==> src/hw/rtl/ntg_pkg.sv <==
// Shared constants, tables and elaboration-time helpers for the note tone generator.
package ntg_pkg;

  // Command kinds carried on the input user field.
  localparam logic CMD_START = 1'b0;
  localparam logic CMD_TICK  = 1'b1;

  // Accidental codes; the unused code plays as natural.
  localparam logic [1:0] ACC_NATURAL = 2'd0;
  localparam logic [1:0] ACC_SHARP   = 2'd1;
  localparam logic [1:0] ACC_FLAT    = 2'd2;

  // Status codes reported on a start request.
  localparam logic [1:0] STATUS_OK       = 2'd0;
  localparam logic [1:0] STATUS_BAD_NOTE = 2'd1;
  localparam logic [1:0] STATUS_BAD_OCT  = 2'd2;
  localparam logic [1:0] STATUS_ZERO_DUR = 2'd3;

  // Field widths.
  localparam int LETTER_W = 8;
  localparam int ACC_W    = 2;
  localparam int OCT_W    = 5;
  localparam int DUR_W    = 32;
  localparam int SAMPLE_W = 16;
  localparam int STATUS_W = 2;
  localparam int AMP_W    = 15;
  localparam int MAG_W    = 15;

  // Stream data widths, padded to whole bytes.
  localparam int IN_DATA_BITS  = LETTER_W + ACC_W + OCT_W + DUR_W;
  localparam int IN_DATA_W     = ((IN_DATA_BITS + 7) / 8) * 8;
  localparam int OUT_DATA_BITS = SAMPLE_W + STATUS_W;
  localparam int OUT_DATA_W    = ((OUT_DATA_BITS + 7) / 8) * 8;

  // Audio timing.
  localparam int DEF_PHASE_BITS = 32;
  localparam longint unsigned AUDIO_RATE_HZ = 48000;
  localparam int FRAMES_PER_MS = int'(AUDIO_RATE_HZ / 1000);
  localparam int FRAMES_W = DUR_W + $clog2(FRAMES_PER_MS + 1);
  localparam longint unsigned STEP_DEN = AUDIO_RATE_HZ * 1000;

  // Sine lookup: the top address bits of the phase, two of them for the quadrant.
  localparam int SINE_ADDR_BITS = 10;
  localparam int QPOS_W = SINE_ADDR_BITS - 2;
  localparam int QTAB_DEPTH = 1 << QPOS_W;

  localparam longint unsigned POLY_A = 51472;
  localparam longint unsigned POLY_B = 21024;
  localparam longint unsigned POLY_C = 2320;

  // Reset value of the amplitude register, 0.2 of full scale.
  localparam logic [AMP_W-1:0] AMP_RESET = 15'd6553;

  // Octave 9 note frequencies in milli-hertz, C9 up to B9.
  typedef longint unsigned mhz_tab_t [12];
  localparam mhz_tab_t TOP_MHZ = '{
    64'd8372018,  64'd8869844,  64'd9397273,  64'd9956063,
    64'd10548082, 64'd11175303, 64'd11839822, 64'd12543854,
    64'd13289750, 64'd14080000, 64'd14917240, 64'd15804266
  };

  // Semitone of each natural letter, A up to G.
  typedef logic [3:0] semi_tab_t [7];
  localparam semi_tab_t LETTER_SEMI = '{4'd9, 4'd11, 4'd0, 4'd2, 4'd4, 4'd5, 4'd7};

  // Rounded phase step of an octave 9 note, by long division at elaboration.
  function automatic longint unsigned top_step(longint unsigned f_mhz, int pb);
    longint unsigned q;
    longint unsigned r;
    q = f_mhz / STEP_DEN;
    r = f_mhz % STEP_DEN;
    for (int i = 0; i < pb; i++) begin
      r = r << 1;
      q = q << 1;
      if (r >= STEP_DEN) begin
        r = r - STEP_DEN;
        q = q | 64'd1;
      end
    end
    if (2 * r >= STEP_DEN) q = q + 1;
    return q;
  endfunction

  // Sine magnitude in Q15 for a quarter-wave position k (0 up to QTAB_DEPTH).
  function automatic logic [MAG_W-1:0] sine_mag(int k);
    longint unsigned x;
    longint unsigned x2;
    longint unsigned t;
    longint unsigned y;
    x  = longint'(k) << (17 - SINE_ADDR_BITS);
    x2 = (x * x) >> 15;
    t  = (POLY_C * x2) >> 15;
    t  = POLY_B - t;
    t  = (t * x2) >> 15;
    t  = POLY_A - t;
    y  = (t * x) >> 15;
    if (y > 64'd32767) y = 64'd32767;
    return y[MAG_W-1:0];
  endfunction

  typedef logic [MAG_W-1:0] sine_tab_t [QTAB_DEPTH];

  function automatic sine_tab_t build_sine_tab();
    sine_tab_t tab;
    for (int k = 0; k < QTAB_DEPTH; k++) tab[k] = sine_mag(k);
    return tab;
  endfunction

  localparam sine_tab_t SINE_TAB = build_sine_tab();
  // Magnitude at the quadrant edge, reached only in mirrored quadrants.
  localparam logic [MAG_W-1:0] SINE_TOP = sine_mag(QTAB_DEPTH);

endpackage

==> src/hw/rtl/note_tone_generator_top.sv <==
// Top level of the note tone generator: command decode, phase accumulator and sample scaling.
//
// Usage: requests arrive on the in_ stream. in_tuser selects the kind: a start request
// validates the note letter, accidental, octave and duration, loads the phase step and
// frame count and answers with a status; a tick request returns one Q1.15 sine sample of
// the current tone scaled by the amplitude register, or zero while idle. Every request
// gives exactly one response on the out_ stream, in order. out_tlast marks the final
// sample of a tone, out_tuser marks a response that carries a tone sample.
// The amplitude is written through the cfg_ channel, which is always ready; write it
// while no request is in flight.
// A request is captured in the input register and its response in the output register,
// which drives the out_ ports. One request is taken every cycle while the receiver keeps
// up: the tone state update, the sine table lookup and the amplitude scaling all sit
// between the input register and the output register. When the receiver stalls, both
// registers hold and in_tready falls in the same cycle; no response is lost or repeated.
// Reset (rst_n low, synchronous) empties both registers, stops any tone and restores the
// amplitude to 0.2 of full scale.
module note_tone_generator_top
  import ntg_pkg::*;
#(
  parameter int PHASE_BITS = DEF_PHASE_BITS
) (
  input  logic                  clk,
  input  logic                  rst_n,
  // Request stream.
  input  logic                  in_tvalid,
  output logic                  in_tready,
  input  logic [IN_DATA_W-1:0]  in_tdata,   // note_letter, accidental, octave, duration
  input  logic                  in_tuser,   // cmd
  // Response stream.
  output logic                  out_tvalid,
  input  logic                  out_tready,
  output logic [OUT_DATA_W-1:0] out_tdata,  // sample, status
  output logic                  out_tuser,  // sample_valid
  output logic                  out_tlast,  // last_sample
  // Amplitude write channel.
  input  logic                  cfg_valid,
  output logic                  cfg_ready,
  input  logic [AMP_W-1:0]      cfg_data
);

  localparam int SHIFT_W = 4;

  // Pipeline advance: everything moves when the output register is free or being taken.
  logic adv;
  assign adv       = !out_tvalid || out_tready;
  assign in_tready = adv;
  assign cfg_ready = 1'b1;

  // Amplitude register.
  logic [AMP_W-1:0] amp_r;
  always_ff @(posedge clk) begin
    if (!rst_n) begin
      amp_r <= AMP_RESET;
    end else if (cfg_valid) begin
      amp_r <= cfg_data;
    end
  end

  // Octave 9 phase steps, computed at elaboration.
  logic [PHASE_BITS-1:0] step_tab [12];
  for (genvar g = 0; g < 12; g++) begin : g_step
    localparam longint unsigned STEP = top_step(TOP_MHZ[g], PHASE_BITS);
    assign step_tab[g] = STEP[PHASE_BITS-1:0];
  end

  // Input register stage.
  logic                s1_valid_r;
  logic                s1_cmd_r;
  logic [LETTER_W-1:0] s1_letter_r;
  logic [ACC_W-1:0]    s1_acc_r;
  logic [OCT_W-1:0]    s1_oct_r;
  logic [DUR_W-1:0]    s1_dur_r;

  always_ff @(posedge clk) begin
    if (!rst_n) begin
      s1_valid_r <= 1'b0;
    end else if (adv) begin
      s1_valid_r <= in_tvalid;
    end
  end

  always_ff @(posedge clk) begin
    if (adv) begin
      s1_cmd_r    <= in_tuser;
      s1_letter_r <= in_tdata[LETTER_W-1:0];
      s1_acc_r    <= in_tdata[LETTER_W +: ACC_W];
      s1_oct_r    <= in_tdata[LETTER_W+ACC_W +: OCT_W];
      s1_dur_r    <= in_tdata[LETTER_W+ACC_W+OCT_W +: DUR_W];
    end
  end

  // Tone state.
  logic [PHASE_BITS-1:0] phase_acc_r, phase_acc_nxt;
  logic [PHASE_BITS-1:0] phase_step_r, phase_step_nxt;
  logic [FRAMES_W-1:0]   frames_left_r, frames_left_nxt;
  logic                  playing_r, playing_nxt;

  // Start decode: letter, accidental adjustment, range checks.
  logic [LETTER_W-1:0] up;
  logic                letter_ok;
  logic [2:0]          letter_idx;
  logic [3:0]          semi_base;
  logic [3:0]          semi;
  logic signed [OCT_W:0] oct_adj;
  logic                oct_ok;
  logic [1:0]          start_status;
  logic [SHIFT_W-1:0]  oct_shift;
  logic signed [OCT_W:0] shift_full;
  logic [FRAMES_W-1:0] frames;

  always_comb begin
    up         = s1_letter_r & 8'hDF;
    letter_ok  = (up >= 8'h41) && (up <= 8'h47);
    letter_idx = 3'(up[2:0] - 3'd1);
    semi_base  = (letter_idx < 3'd7) ? LETTER_SEMI[letter_idx] : 4'd0;
    semi       = semi_base;
    oct_adj    = {s1_oct_r[OCT_W-1], s1_oct_r};
    if (s1_acc_r == ACC_SHARP) begin
      if (semi_base == 4'd11) begin
        semi    = 4'd0;
        oct_adj = oct_adj + 6'sd1;
      end else begin
        semi = semi_base + 4'd1;
      end
    end else if (s1_acc_r == ACC_FLAT) begin
      if (semi_base == 4'd0) begin
        semi    = 4'd11;
        oct_adj = oct_adj - 6'sd1;
      end else begin
        semi = semi_base - 4'd1;
      end
    end
    oct_ok = (oct_adj >= -6'sd1) && (oct_adj <= 6'sd9);

    if (!letter_ok) begin
      start_status = STATUS_BAD_NOTE;
    end else if (!oct_ok) begin
      start_status = STATUS_BAD_OCT;
    end else if (s1_dur_r == '0) begin
      start_status = STATUS_ZERO_DUR;
    end else begin
      start_status = STATUS_OK;
    end

    shift_full = 6'sd9 - oct_adj;
    oct_shift  = shift_full[SHIFT_W-1:0];
    frames     = FRAMES_W'(s1_dur_r) * FRAMES_W'(FRAMES_PER_MS);
  end

  // Sine lookup of the current phase: quadrant, mirrored position, table read.
  logic [SINE_ADDR_BITS-1:0] sine_idx;
  logic [QPOS_W:0]           qpos;
  logic [MAG_W-1:0]          mag;

  always_comb begin
    sine_idx = phase_acc_r[PHASE_BITS-1 -: SINE_ADDR_BITS];
    if (sine_idx[QPOS_W]) begin
      qpos = (QPOS_W+1)'(QTAB_DEPTH) - {1'b0, sine_idx[QPOS_W-1:0]};
    end else begin
      qpos = {1'b0, sine_idx[QPOS_W-1:0]};
    end
    mag = qpos[QPOS_W] ? SINE_TOP : SINE_TAB[qpos[QPOS_W-1:0]];
  end

  // Per-request outcome and next tone state.
  logic             do_req;
  logic             tick_play;
  logic [MAG_W-1:0] r_mag;
  logic             r_neg;
  logic             r_valid;
  logic             r_last;
  logic [1:0]       r_status;

  always_comb begin
    do_req          = adv && s1_valid_r;
    tick_play       = (s1_cmd_r == CMD_TICK) && playing_r;
    phase_acc_nxt   = phase_acc_r;
    phase_step_nxt  = phase_step_r;
    frames_left_nxt = frames_left_r;
    playing_nxt     = playing_r;
    r_mag           = '0;
    r_neg           = 1'b0;
    r_valid         = 1'b0;
    r_last          = 1'b0;
    r_status        = STATUS_OK;
    if (s1_cmd_r == CMD_START) begin
      r_status = start_status;
      if (start_status == STATUS_OK) begin
        phase_step_nxt  = step_tab[semi] >> oct_shift;
        phase_acc_nxt   = '0;
        frames_left_nxt = frames;
        playing_nxt     = 1'b1;
      end
    end else if (tick_play) begin
      r_mag           = mag;
      r_neg           = sine_idx[SINE_ADDR_BITS-1];
      r_valid         = 1'b1;
      phase_acc_nxt   = phase_acc_r + phase_step_r;
      frames_left_nxt = frames_left_r - FRAMES_W'(frames_left_r != '0);
      if (frames_left_nxt == '0) begin
        r_last      = 1'b1;
        playing_nxt = 1'b0;
      end
    end
  end

  always_ff @(posedge clk) begin
    if (!rst_n) begin
      phase_acc_r   <= '0;
      phase_step_r  <= '0;
      frames_left_r <= '0;
      playing_r     <= 1'b0;
    end else if (do_req) begin
      phase_acc_r   <= phase_acc_nxt;
      phase_step_r  <= phase_step_nxt;
      frames_left_r <= frames_left_nxt;
      playing_r     <= playing_nxt;
    end
  end

  // Scale by amplitude with rounding, then restore the sign.
  logic [AMP_W+MAG_W:0]  rounded;
  logic [SAMPLE_W-1:0]   scaled;
  logic [SAMPLE_W-1:0]   sample_nxt;

  always_comb begin
    rounded    = (AMP_W+MAG_W+1)'(r_mag) * (AMP_W+MAG_W+1)'(amp_r)
                 + (AMP_W+MAG_W+1)'(16384);
    scaled     = rounded[AMP_W+MAG_W -: SAMPLE_W];
    sample_nxt = r_neg ? SAMPLE_W'(16'd0 - scaled) : scaled;
  end

  // Output register.
  logic                out_valid_r;
  logic [SAMPLE_W-1:0] out_sample_r;
  logic [1:0]          out_status_r;
  logic                out_sval_r;
  logic                out_last_r;

  always_ff @(posedge clk) begin
    if (!rst_n) begin
      out_valid_r <= 1'b0;
    end else if (adv) begin
      out_valid_r <= s1_valid_r;
    end
  end

  always_ff @(posedge clk) begin
    if (adv) begin
      out_sample_r <= sample_nxt;
      out_status_r <= r_status;
      out_sval_r   <= r_valid;
      out_last_r   <= r_last;
    end
  end

  assign out_tvalid = out_valid_r;
  assign out_tdata  = {(OUT_DATA_W-OUT_DATA_BITS)'(0), out_status_r, out_sample_r};
  assign out_tuser  = out_sval_r;
  assign out_tlast  = out_last_r;

endmodule

==> config.mk <==
export PLATFORM = sky130hd
export DESIGN_NAME = note_tone_generator_top
export DESIGN_NICKNAME = d
export VERILOG_FILES = /design/src/hw/rtl/ntg_pkg.sv /design/src/hw/rtl/note_tone_generator_top.sv
export SDC_FILE = /design/constraint.sdc
export NUM_CORES = 1
export LEC_CHECK = 0
export BUFFER_PORTS_ARGS = -buffer_cell sky130_fd_sc_hd__buf_4
export CORE_AREA = 2 2 240 242
export CTS_BUF_LIST = sky130_fd_sc_hd__clkbuf_4 sky130_fd_sc_hd__clkbuf_8
export DETAILED_ROUTE_END_ITERATION = 12
export DIE_AREA = 0 0 242 244
export HOLD_SLACK_MARGIN = 0.1
export PLACE_DENSITY = 0.65
export SETUP_SLACK_MARGIN = 0.3
export SKIP_CTS_REPAIR_TIMING = 1
export SLEW_MARGIN = 20
export SYNTH_ARGS = -nofsm -noshare
export SYNTH_HDL_FRONTEND = slang
export SYNTH_SLANG_ARGS = --single-unit
export TNS_END_PERCENT = 20
==> constraint.sdc <==
create_clock -name clk -period 26.1 [get_ports clk]
set_input_delay 2.61 -clock clk [delete_from_list [all_inputs] [get_ports clk]]
set_output_delay 2.61 -clock clk [all_outputs]
set_load 0.03 [all_outputs]
==> impl_metrics.prom, run 1 <==
# TYPE chip_impl_metric gauge
chip_impl_metric{name="grt_overflow",unit=""} 0
chip_impl_metric{name="clk_pin_slew_worst_paths",unit="ns"} 0.11
chip_impl_metric{name="boundaryPins",unit=""} 98
chip_impl_metric{name="dr_total_vias",unit=""} 23528
chip_impl_metric{name="synth_simple_gate_area_share",unit="%"} 22.1
chip_impl_metric{name="grt_pass1_wl",unit="mm"} 118
chip_impl_info{name="highest_count_cells_in_the_layout_ignoring_fill_and_taps",value="nand2_1 (405), a21oi_1 (281), inv_1 (272)"} 1
chip_impl_metric{name="slew_viol_final",unit=""} 0
chip_impl_metric{name="power.share.sequential",unit="%"} 42.5
chip_impl_metric{name="sw_frac_of_total",unit="%"} 38.1
chip_impl_info{name="critical_path.top_delay_family",value="compound AO/OA/AOI/OAI gates"} 1
chip_impl_metric{name="drt_first_pass_iters",unit=""} 7
chip_impl_metric{name="post-route-drc-count",unit=""} 0
chip_impl_metric{name="cts.sink_count",unit=""} 186
chip_impl_metric{name="fin_tns_setup",unit="ns"} 0
chip_impl_metric{name="antenna_violation_net_count_after_detailed_routing",unit=""} 0
chip_impl_metric{name="syn_to_final_growth",unit="%"} 6.21
chip_impl_metric{name="crit_path_max_fanout",unit=""} 50
chip_impl_metric{name="route.final.wire_length",unit="mm"} 71.8
chip_impl_metric{name="fp-row-count",unit=""} 87
chip_impl_metric{name="multi_input_comb_area",unit="um2"} 19000
chip_impl_metric{name="fin_area",unit="um2"} 26800
chip_impl_metric{name="ys_ff_latch",unit=""} 186
chip_impl_metric{name="setup-violations-final",unit=""} 0
chip_impl_metric{name="synth-edff-count",unit=""} 67
chip_impl_metric{name="area_of_the_core",unit="um2"} 56200
chip_impl_metric{name="worst_ep_required_time",unit="ns"} 26.40
chip_impl_metric{name="worst_slew_margin",unit="%"} 28.8
chip_impl_info{name="type_of_the_worst_min_delay_path",value="flop to flop"} 1
chip_impl_metric{name="yosysUniqueCellTypes",unit=""} 100
chip_impl_info{name="postSynth.topFlopCell",value="dfxtp_1"} 1
chip_impl_metric{name="switchingPower",unit="W"} 0.000288
chip_impl_metric{name="dpl.cell_count",unit=""} 3955
chip_impl_metric{name="detailed_place_hpwl",unit="mm"} 51.3
chip_impl_info{name="grt_setup_unrepaired",value="false"} 1
chip_impl_metric{name="largest_net_degree_at_the_start_of_global_routing",unit=""} 87
chip_impl_metric{name="period_needed",unit="ns"} 12.44
chip_impl_info{name="synth_top_family_by_area",value="adder cells"} 1
chip_impl_metric{name="regArea",unit="um2"} 4390
chip_impl_info{name="crit_slowest_cell",value="o311ai_0"} 1
chip_impl_metric{name="antennaDiodeCount",unit=""} 0
chip_impl_metric{name="share_of_final_layout_standard_cells_stronger_than_drive_strength_1",unit="%"} 7.09
chip_impl_metric{name="worst_path_largest_cell_delay",unit="ns"} 0.68
chip_impl_metric{name="portBuffers",unit=""} 88
chip_impl_metric{name="route.detailed.vias_per_inst",unit=""} 5.90
chip_impl_metric{name="synth.mux.area_fraction",unit="%"} 1.91
chip_impl_metric{name="cap_viol_max_count",unit=""} 0
chip_impl_metric{name="pwr-share-comb",unit="%"} 30.9
chip_impl_metric{name="clk-insertion-delay-late",unit="ns"} 0.58
chip_impl_metric{name="tightestPinTransition",unit="ns"} 1.07
chip_impl_metric{name="gpl.final_weighted_congestion",unit=""} 1.01
chip_impl_metric{name="cts_buffer_depth",unit=""} 2
chip_impl_metric{name="post_synth_inst_count",unit=""} 3283
chip_impl_metric{name="grt_util_all_layers",unit="%"} 24.4
chip_impl_metric{name="synth.avg_cell_area",unit="um2"} 7.68
chip_impl_metric{name="finalHoldViolations",unit=""} 0
chip_impl_info{name="timing_worst_setup_path_type",value="flop to flop"} 1
chip_impl_info{name="regToRegStartpoint",value="phase_acc_r[23]"} 1
chip_impl_info{name="critical_path.startpoint",value="phase_acc_r[23]"} 1
chip_impl_metric{name="ys.warnings.count",unit=""} 0
chip_impl_metric{name="number_of_antenna_violations_at_the_first_check_in_global_routing",unit=""} 0
chip_impl_info{name="hold_start",value="phase_acc_r[21]"} 1
chip_impl_info{name="outcome",value="finished clean"} 1
chip_impl_metric{name="power_leakage",unit="nW"} 12.1
chip_impl_metric{name="synth_xor_xnor_area_share",unit="%"} 4.19
chip_impl_metric{name="layout.core_utilization",unit="%"} 47.7
chip_impl_info{name="crit_path_start_kind",value="flop"} 1
chip_impl_metric{name="peakVddDrop",unit="V"} 0.0000424
chip_impl_metric{name="die_x",unit="um"} 242
chip_impl_metric{name="wl_per_cell",unit="um"} 18.0
chip_impl_info{name="cp_endpoint_kind",value="flop"} 1
chip_impl_metric{name="cp_data_arrival_time",unit="ns"} 12.74
chip_impl_metric{name="max_freq",unit="MHz"} 80.4
chip_impl_metric{name="synthAdderAreaFrac",unit="%"} 24.4
chip_impl_metric{name="initial_core_utilization",unit="%"} 44.9
chip_impl_metric{name="power.density",unit="nW/um2"} 28.3
chip_impl_metric{name="dieHeight",unit="um"} 244
chip_impl_metric{name="first_iter_violations",unit=""} 2393
chip_impl_metric{name="netlist_area",unit="um2"} 25200
chip_impl_metric{name="share_clk_of_total_power",unit="%"} 26.6
chip_impl_metric{name="final.hold.worst_slack",unit="ns"} 0.465
chip_impl_info{name="cts_tree",value="done"} 1
chip_impl_metric{name="cts-htree-levels",unit=""} 4
chip_impl_metric{name="grt_pass1_vias",unit=""} 22509
chip_impl_metric{name="finalNetCount",unit=""} 3677
chip_impl_metric{name="cts_inserted_buffers",unit=""} 17
chip_impl_metric{name="synth_async_reset_ratio",unit="%"} 0
chip_impl_metric{name="design.die.area",unit="um2"} 59000
chip_impl_metric{name="ys_seq_area_share",unit="%"} 17.4
chip_impl_metric{name="p_int",unit="W"} 0.000469
chip_impl_metric{name="clk_skew",unit="ns"} 0.0434
chip_impl_metric{name="layoutNonFillerInstCount",unit=""} 3987
chip_impl_info{name="path_common_cell",value="inv_1"} 1
chip_impl_metric{name="nFillCells",unit=""} 5648
chip_impl_info{name="cts.root.buffer_cell",value="clkbuf_8"} 1
chip_impl_metric{name="path_buf_inv",unit=""} 9
chip_impl_metric{name="fin_crit_sh",unit="%"} 47.7
chip_impl_metric{name="placed_cell_area",unit="um2"} 26400
chip_impl_info{name="most_frequent_standard_cell_in_the_layout_excluding_fill_and_tap_cells",value="nand2_1"} 1
chip_impl_metric{name="share_of_the_synthesized_area_in_compound_gates_ao_oa_aoi_oai",unit="%"} 22.3
flip-flops by register name, indices dropped and copies added (netlist names), 2 cells and up:
signal         cells
s1_letter_r        7
frames_left_r     38
phase_step_r      31
s1_oct_r           5
amp_r             15
out_status_r       2
out_sample_r      16
phase_acc_r       32
s1_acc_r           2
s1_dur_r          32
path summary, 6_finish.rpt:
check                           slack [ns]                to  cells after the start
worst max-delay path                 13.66  out_sample_r[11]                     42
worst max register to register       13.66  out_sample_r[11]                     42
worst min-delay path                  0.46   phase_acc_r[21]                      2
worst min register to register        0.46   phase_acc_r[21]                      2
synth_stat cells, drive strengths merged (13+ instances only):
cell type	count	area, um2
a211oi	65	488
a21o	43	323
a21oi	283	1420
a221oi	13	114
a22oi	14	105
a31oi	34	228
and2	130	816
and3	14	87.6
buf	50	235
clkbuf	174	653
dfxtp	119	2380
edfxtp	67	2010
fa	170	3400
ha	220	2750
inv	275	1030
mux2i	39	390
nand2	408	1540
nand2b	34	213
nand3	82	410
nand4	22	138
nor2	271	1020
nor2b	23	144
nor3	84	425
nor4	20	125
o211ai	41	308
o21a	16	120
o21ai	165	848
o21bai	14	109
o221ai	17	149
o22ai	23	144
o31ai	13	97.6
or3	28	175
xnor2	76	681
xor2	37	377
power by group through the flow:
stage	logic (W)	registers, W	clock network (W)
final	0.000234	0.000322	0.000201
after global routing	0.000262	0.000323	0.000219
after CTS	0.000232	0.000322	0.000207
after detailed placement	0.000230	0.000328	0
after global placement	0.000231	0.000328	0
after floorplan	0.000176	0.000323	0
cell type report:
type	count	area share, %
multi-input cells	2602	71.0
repair buffers	135	3.78
clock inverters	14	0.561
flip-flops and latches	186	16.4
inverters	276	3.87
clock buffers	18	0.902
well taps	756	3.53
worst min-delay path: stages, from the launching register on:
cell and delay [ns]:
dfxtp_1 0.33, nand2_1 0.05, a21oi_1 0.05
per-stage QoR:
stage / power [W] / setup slack (ns)
after floorplan: 0.000499 / 15.30
after global placement: 0.000559 / 13.76
after detailed placement: 0.000559 / 13.71
after CTS: 0.000760 / 13.64
after global routing: 0.000804 / 12.86
final: 0.000757 / 13.66
cells by family after synthesis:
logic type	count (synthesis)
AOI/OAI and AO/OA	868
xor gates and xnor gates	113
adders and majority gates	390
buffers and inverters	500
DFF	186
muxes	46
other	2
and+or+nand+nor	1178
per-layer routing:
layer  GRT usage (%)  vias up  routed length (um)
li1                -    11325                   -
met1            32.9    11069               31200
met2            39.2      961               32500
met3            4.46      173                5650
met4            9.08        0                2430
met5               0        -                   0
No activity file was read; power rests on OpenSTA's default activity.
==> run 2, diff against run 1 <==
ABC_AREA = 1   (was default)
CORE_AREA = 2 2 237 239   (was 2 2 240 242)
DIE_AREA = 0 0 239 241   (was 0 0 242 244)
clock period = 11.8 ns   (was 26.1 ns; I/O delays follow)
==> run 2 against run 1 <==
Compared with the run above:
- critical path depth decreased by 1
- flip-flop and latch count unchanged
- synthesized area decreased by 3.1%
- sequential share of layout area increased by 0.39 points
- total power increased by 130%
- clock skew decreased by 0.010 ns
- routed wire length increased by 8.4%
- clock-buffer cell count decreased by 1
- die area decreased by 2.5%
- cell count increased by 7.8%
- design area decreased by 2.3%
- combinational power increased by 130%
==> impl_metrics.prom, run 2 <==
# TYPE chip_impl_metric gauge
chip_impl_info{name="synthDominantAreaCellType",value="fa_1"} 1
chip_impl_info{name="type_of_the_worst_min_delay_path",value="flop to flop"} 1
chip_impl_info{name="path_common_cell",value="nand2_1"} 1
chip_impl_info{name="cts.root.buffer_cell",value="clkbuf_8"} 1
chip_impl_info{name="timing_worst_setup_path_type",value="flop to flop"} 1
chip_impl_metric{name="synthDominantCellAreaShare",unit="%"} 13.9
chip_impl_metric{name="period_needed",unit="ns"} 10.25
chip_impl_metric{name="ys_seq_area_share",unit="%"} 18.0
chip_impl_metric{name="design.die.area",unit="um2"} 57600
chip_impl_metric{name="fin_crit_sh",unit="%"} 86.8
chip_impl_metric{name="slew_viol_final",unit=""} 0
chip_impl_metric{name="fin_tns_setup",unit="ns"} 0
chip_impl_metric{name="cts-htree-levels",unit=""} 4
chip_impl_metric{name="sw_frac_of_total",unit="%"} 40.6
chip_impl_info{name="cts_tree",value="done"} 1
chip_impl_metric{name="finalNetCount",unit=""} 4038
chip_impl_info{name="grt_setup_unrepaired",value="false"} 1
chip_impl_metric{name="clk-insertion-delay-late",unit="ns"} 0.58
chip_impl_metric{name="syn_to_final_growth",unit="%"} 7.05
chip_impl_info{name="crit_slowest_cell",value="ha_1"} 1
chip_impl_metric{name="boundaryPins",unit=""} 98
chip_impl_metric{name="cts_inserted_buffers",unit=""} 17
chip_impl_info{name="yosys-top-cells-count",value="nand2_1 (747), inv_1 (534), nor2_1 (365), o21ai_0 (308), a21oi_1 (249)"} 1
chip_impl_metric{name="multi_input_comb_area",unit="um2"} 17300
chip_impl_metric{name="synth-edff-count",unit=""} 67
chip_impl_info{name="hold_start",value="phase_acc_r[31]"} 1
chip_impl_metric{name="grt_overflow",unit=""} 0
chip_impl_metric{name="first_iter_violations",unit=""} 2169
chip_impl_metric{name="cts_buffer_depth",unit=""} 2
chip_impl_info{name="worstReg2RegEnd",value="out_sample_r[14]"} 1
chip_impl_info{name="min_to",value="phase_acc_r[31]"} 1
chip_impl_metric{name="ys.warnings.count",unit=""} 0
chip_impl_metric{name="layoutNonFillerInstCount",unit=""} 4297
chip_impl_metric{name="regArea",unit="um2"} 4390
chip_impl_info{name="outcome",value="finished clean"} 1
chip_impl_metric{name="share_clk_of_total_power",unit="%"} 27.1
chip_impl_metric{name="total_power_draw",unit="W"} 0.00172
chip_impl_metric{name="worst_reg_to_reg_setup_slack",unit="ns"} 1.55
chip_impl_metric{name="dr_total_vias",unit=""} 23891
chip_impl_metric{name="synth_async_reset_ratio",unit="%"} 0
chip_impl_metric{name="drt_first_pass_iters",unit=""} 5
chip_impl_metric{name="portBuffers",unit=""} 88
chip_impl_metric{name="hold_path_depth",unit=""} 2
chip_impl_metric{name="worst_path_largest_cell_delay",unit="ns"} 0.63
chip_impl_metric{name="ys_ff_latch",unit=""} 186
chip_impl_info{name="regMostFlops",value="frames_left_r"} 1
chip_impl_info{name="regToRegStartpoint",value="phase_acc_r[22]"} 1
chip_impl_metric{name="route.detailed.vias_per_inst",unit=""} 5.56
chip_impl_metric{name="worst_slew_margin",unit="%"} 34.5
chip_impl_metric{name="nFillCells",unit=""} 5769
chip_impl_metric{name="post_synth_inst_count",unit=""} 3555
chip_impl_metric{name="power_leakage",unit="nW"} 13.3
chip_impl_metric{name="cap_viol_max_count",unit=""} 0
chip_impl_metric{name="grt_pass1_wl",unit="mm"} 124
chip_impl_metric{name="number_of_antenna_violations_at_the_first_check_in_global_routing",unit=""} 1
chip_impl_metric{name="fp-row-count",unit=""} 86
chip_impl_metric{name="clk_skew",unit="ns"} 0.0330
chip_impl_metric{name="fin_area",unit="um2"} 26200
chip_impl_metric{name="placed_cell_area",unit="um2"} 25800
chip_impl_metric{name="p_int",unit="W"} 0.00102
chip_impl_metric{name="cp_data_arrival_time",unit="ns"} 10.57
chip_impl_info{name="synth.most_common_cell",value="nand2_1"} 1
chip_impl_info{name="postSynth.topFlopCell",value="dfxtp_1"} 1
chip_impl_metric{name="route.final.wire_length",unit="mm"} 77.9
chip_impl_metric{name="dpl.cell_count",unit=""} 4264
chip_impl_metric{name="power.share.sequential",unit="%"} 41.2
chip_impl_metric{name="grt_util_all_layers",unit="%"} 27.5
chip_impl_info{name="crit_path_start_kind",value="flop"} 1
chip_impl_metric{name="setup-violations-final",unit=""} 0
chip_impl_metric{name="detailed_place_hpwl",unit="mm"} 60.6
chip_impl_metric{name="share_of_final_layout_standard_cells_stronger_than_drive_strength_1",unit="%"} 6.82
chip_impl_metric{name="gpl.final_weighted_congestion",unit=""} 1.04
chip_impl_metric{name="power.density",unit="nW/um2"} 65.6
chip_impl_metric{name="die_x",unit="um"} 239
chip_impl_metric{name="clk_pin_slew_worst_paths",unit="ns"} 0.12
chip_impl_metric{name="finalHoldViolations",unit=""} 0
chip_impl_metric{name="wl_per_cell",unit="um"} 18.1
chip_impl_info{name="highest_count_cells_in_the_layout_ignoring_fill_and_taps",value="nand2_1 (745), inv_1 (533), nor2_1 (365)"} 1
chip_impl_metric{name="yosysUniqueCellTypes",unit=""} 66
chip_impl_metric{name="pwr-share-comb",unit="%"} 31.7
chip_impl_metric{name="worst_r2r_path_depth",unit=""} 41
chip_impl_metric{name="grt_pass1_vias",unit=""} 22915
chip_impl_metric{name="worst_ep_required_time",unit="ns"} 12.12
chip_impl_metric{name="switchingPower",unit="W"} 0.000697
chip_impl_metric{name="antenna_violation_net_count_after_detailed_routing",unit=""} 0
chip_impl_info{name="cp_endpoint_kind",value="flop"} 1
chip_impl_info{name="most_frequent_standard_cell_in_the_layout_excluding_fill_and_tap_cells",value="nand2_1"} 1
chip_impl_metric{name="max_freq",unit="MHz"} 97.6
chip_impl_metric{name="cts.sink_count",unit=""} 186
chip_impl_metric{name="peakVddDrop",unit="V"} 0.0000889
chip_impl_metric{name="crit_path_max_fanout",unit=""} 14
chip_impl_info{name="top_area_cells_in_the_synthesized_netlist",value="fa_1 (14%), nand2_1 (11%), ha_1 (11%)"} 1
chip_impl_metric{name="netlist_area",unit="um2"} 24400
chip_impl_metric{name="area_of_the_core",unit="um2"} 54900
chip_impl_metric{name="synth.avg_cell_area",unit="um2"} 6.88
chip_impl_metric{name="largest_net_degree_at_the_start_of_global_routing",unit=""} 94
chip_impl_metric{name="largest_register_ffs",unit=""} 38
chip_impl_metric{name="dieHeight",unit="um"} 241
chip_impl_metric{name="post-route-drc-count",unit=""} 0
chip_impl_metric{name="tightestPinTransition",unit="ns"} 0.973
chip_impl_metric{name="initial_core_utilization",unit="%"} 44.5
chip_impl_info{name="layout_top_registers",value="frames_left_r x38, phase_acc_r x32, s1_dur_r x32"} 1
==> run 2: cell families after synthesis <==
| logic type | synth area share (%) |
|---|---|
| other | 0.0307 |
| AOI/OAI and AO/OA | 17.7 |
| adders and majority gates | 25.2 |
| and+or+nand+nor | 24.6 |
| muxes | 0.328 |
| xor gates and xnor gates | 2.99 |
| DFF | 18.0 |
| buffers and inverters | 11.2 |
==> run 2: worst max-delay path by stage <==
stage	from	end	slack [ns]	cells past startpoint
after floorplan	phase_acc_r[22]	out_sample_r[14]	2.99	48
after global placement	phase_acc_r[30]	out_sample_r[14]	1.70	37
after detailed placement	phase_acc_r[30]	out_sample_r[14]	1.73	37
after CTS	phase_acc_r[30]	out_sample_r[14]	1.71	37
after global routing	phase_acc_r[22]	out_sample_r[14]	0.89	45
final	phase_acc_r[22]	out_sample_r[14]	1.55	41
==> run 2: per-stage QoR <==
stage	hold WS [ns]	setup slack, ns	utilization, %
floorplan	0.427	2.99	-
global placement	0.447	1.70	46.9
detailed placement	0.453	1.73	46.9
CTS	0.472	1.71	47.7
global route	0.499	0.890	47.7
finish	0.478	1.55	47.7
==> run 2: area by class of cell <==
type | instances | share of cell area [%]
flip-flops and latches | 186 | 16.8
inverters | 558 | 8.01
clock buffers | 17 | 0.894
diodes | 1 | 0.00956
repair buffers | 139 | 4.04
multi-input cells | 2677 | 66.2
clock inverters | 15 | 0.665
well taps | 704 | 3.37
==> run 2: routing by layer <==
layer	part of all wire (%)	wire length (um)	vias to the layer above	track usage (%)
met4	3.5	2700	0	10.3
li1	-	-	11706	-
met3	7.3	5670	179	5.07
met5	0	0	-	0
met1	44	34400	11177	36.7
met2	45	35100	829	44.3
==> run 2: critical path, delay by kind of cell (launching register included) <==
family          cells  cell delay [ns]
fa+ha+maj          10             4.52
simple gates       17             2.25
compound gates      7             1.77
buf+inv             6             0.94
flops               1             0.34
xor+xnor            1             0.17
==> run 2: power by group through the flow <==
| stage | logic [W] | clock network (W) | registers (W) |
|---|---|---|---|
| 2_1_floorplan | 0.000395 | 0 | 0.000715 |
| 3_3_place_gp | 0.000538 | 0 | 0.000721 |
| 3_5_place_dp | 0.000538 | 0 | 0.000721 |
| 4_1_cts | 0.000541 | 0.000479 | 0.000707 |
| 5_1_grt | 0.000618 | 0.000501 | 0.000710 |
| 6_report | 0.000544 | 0.000465 | 0.000707 |
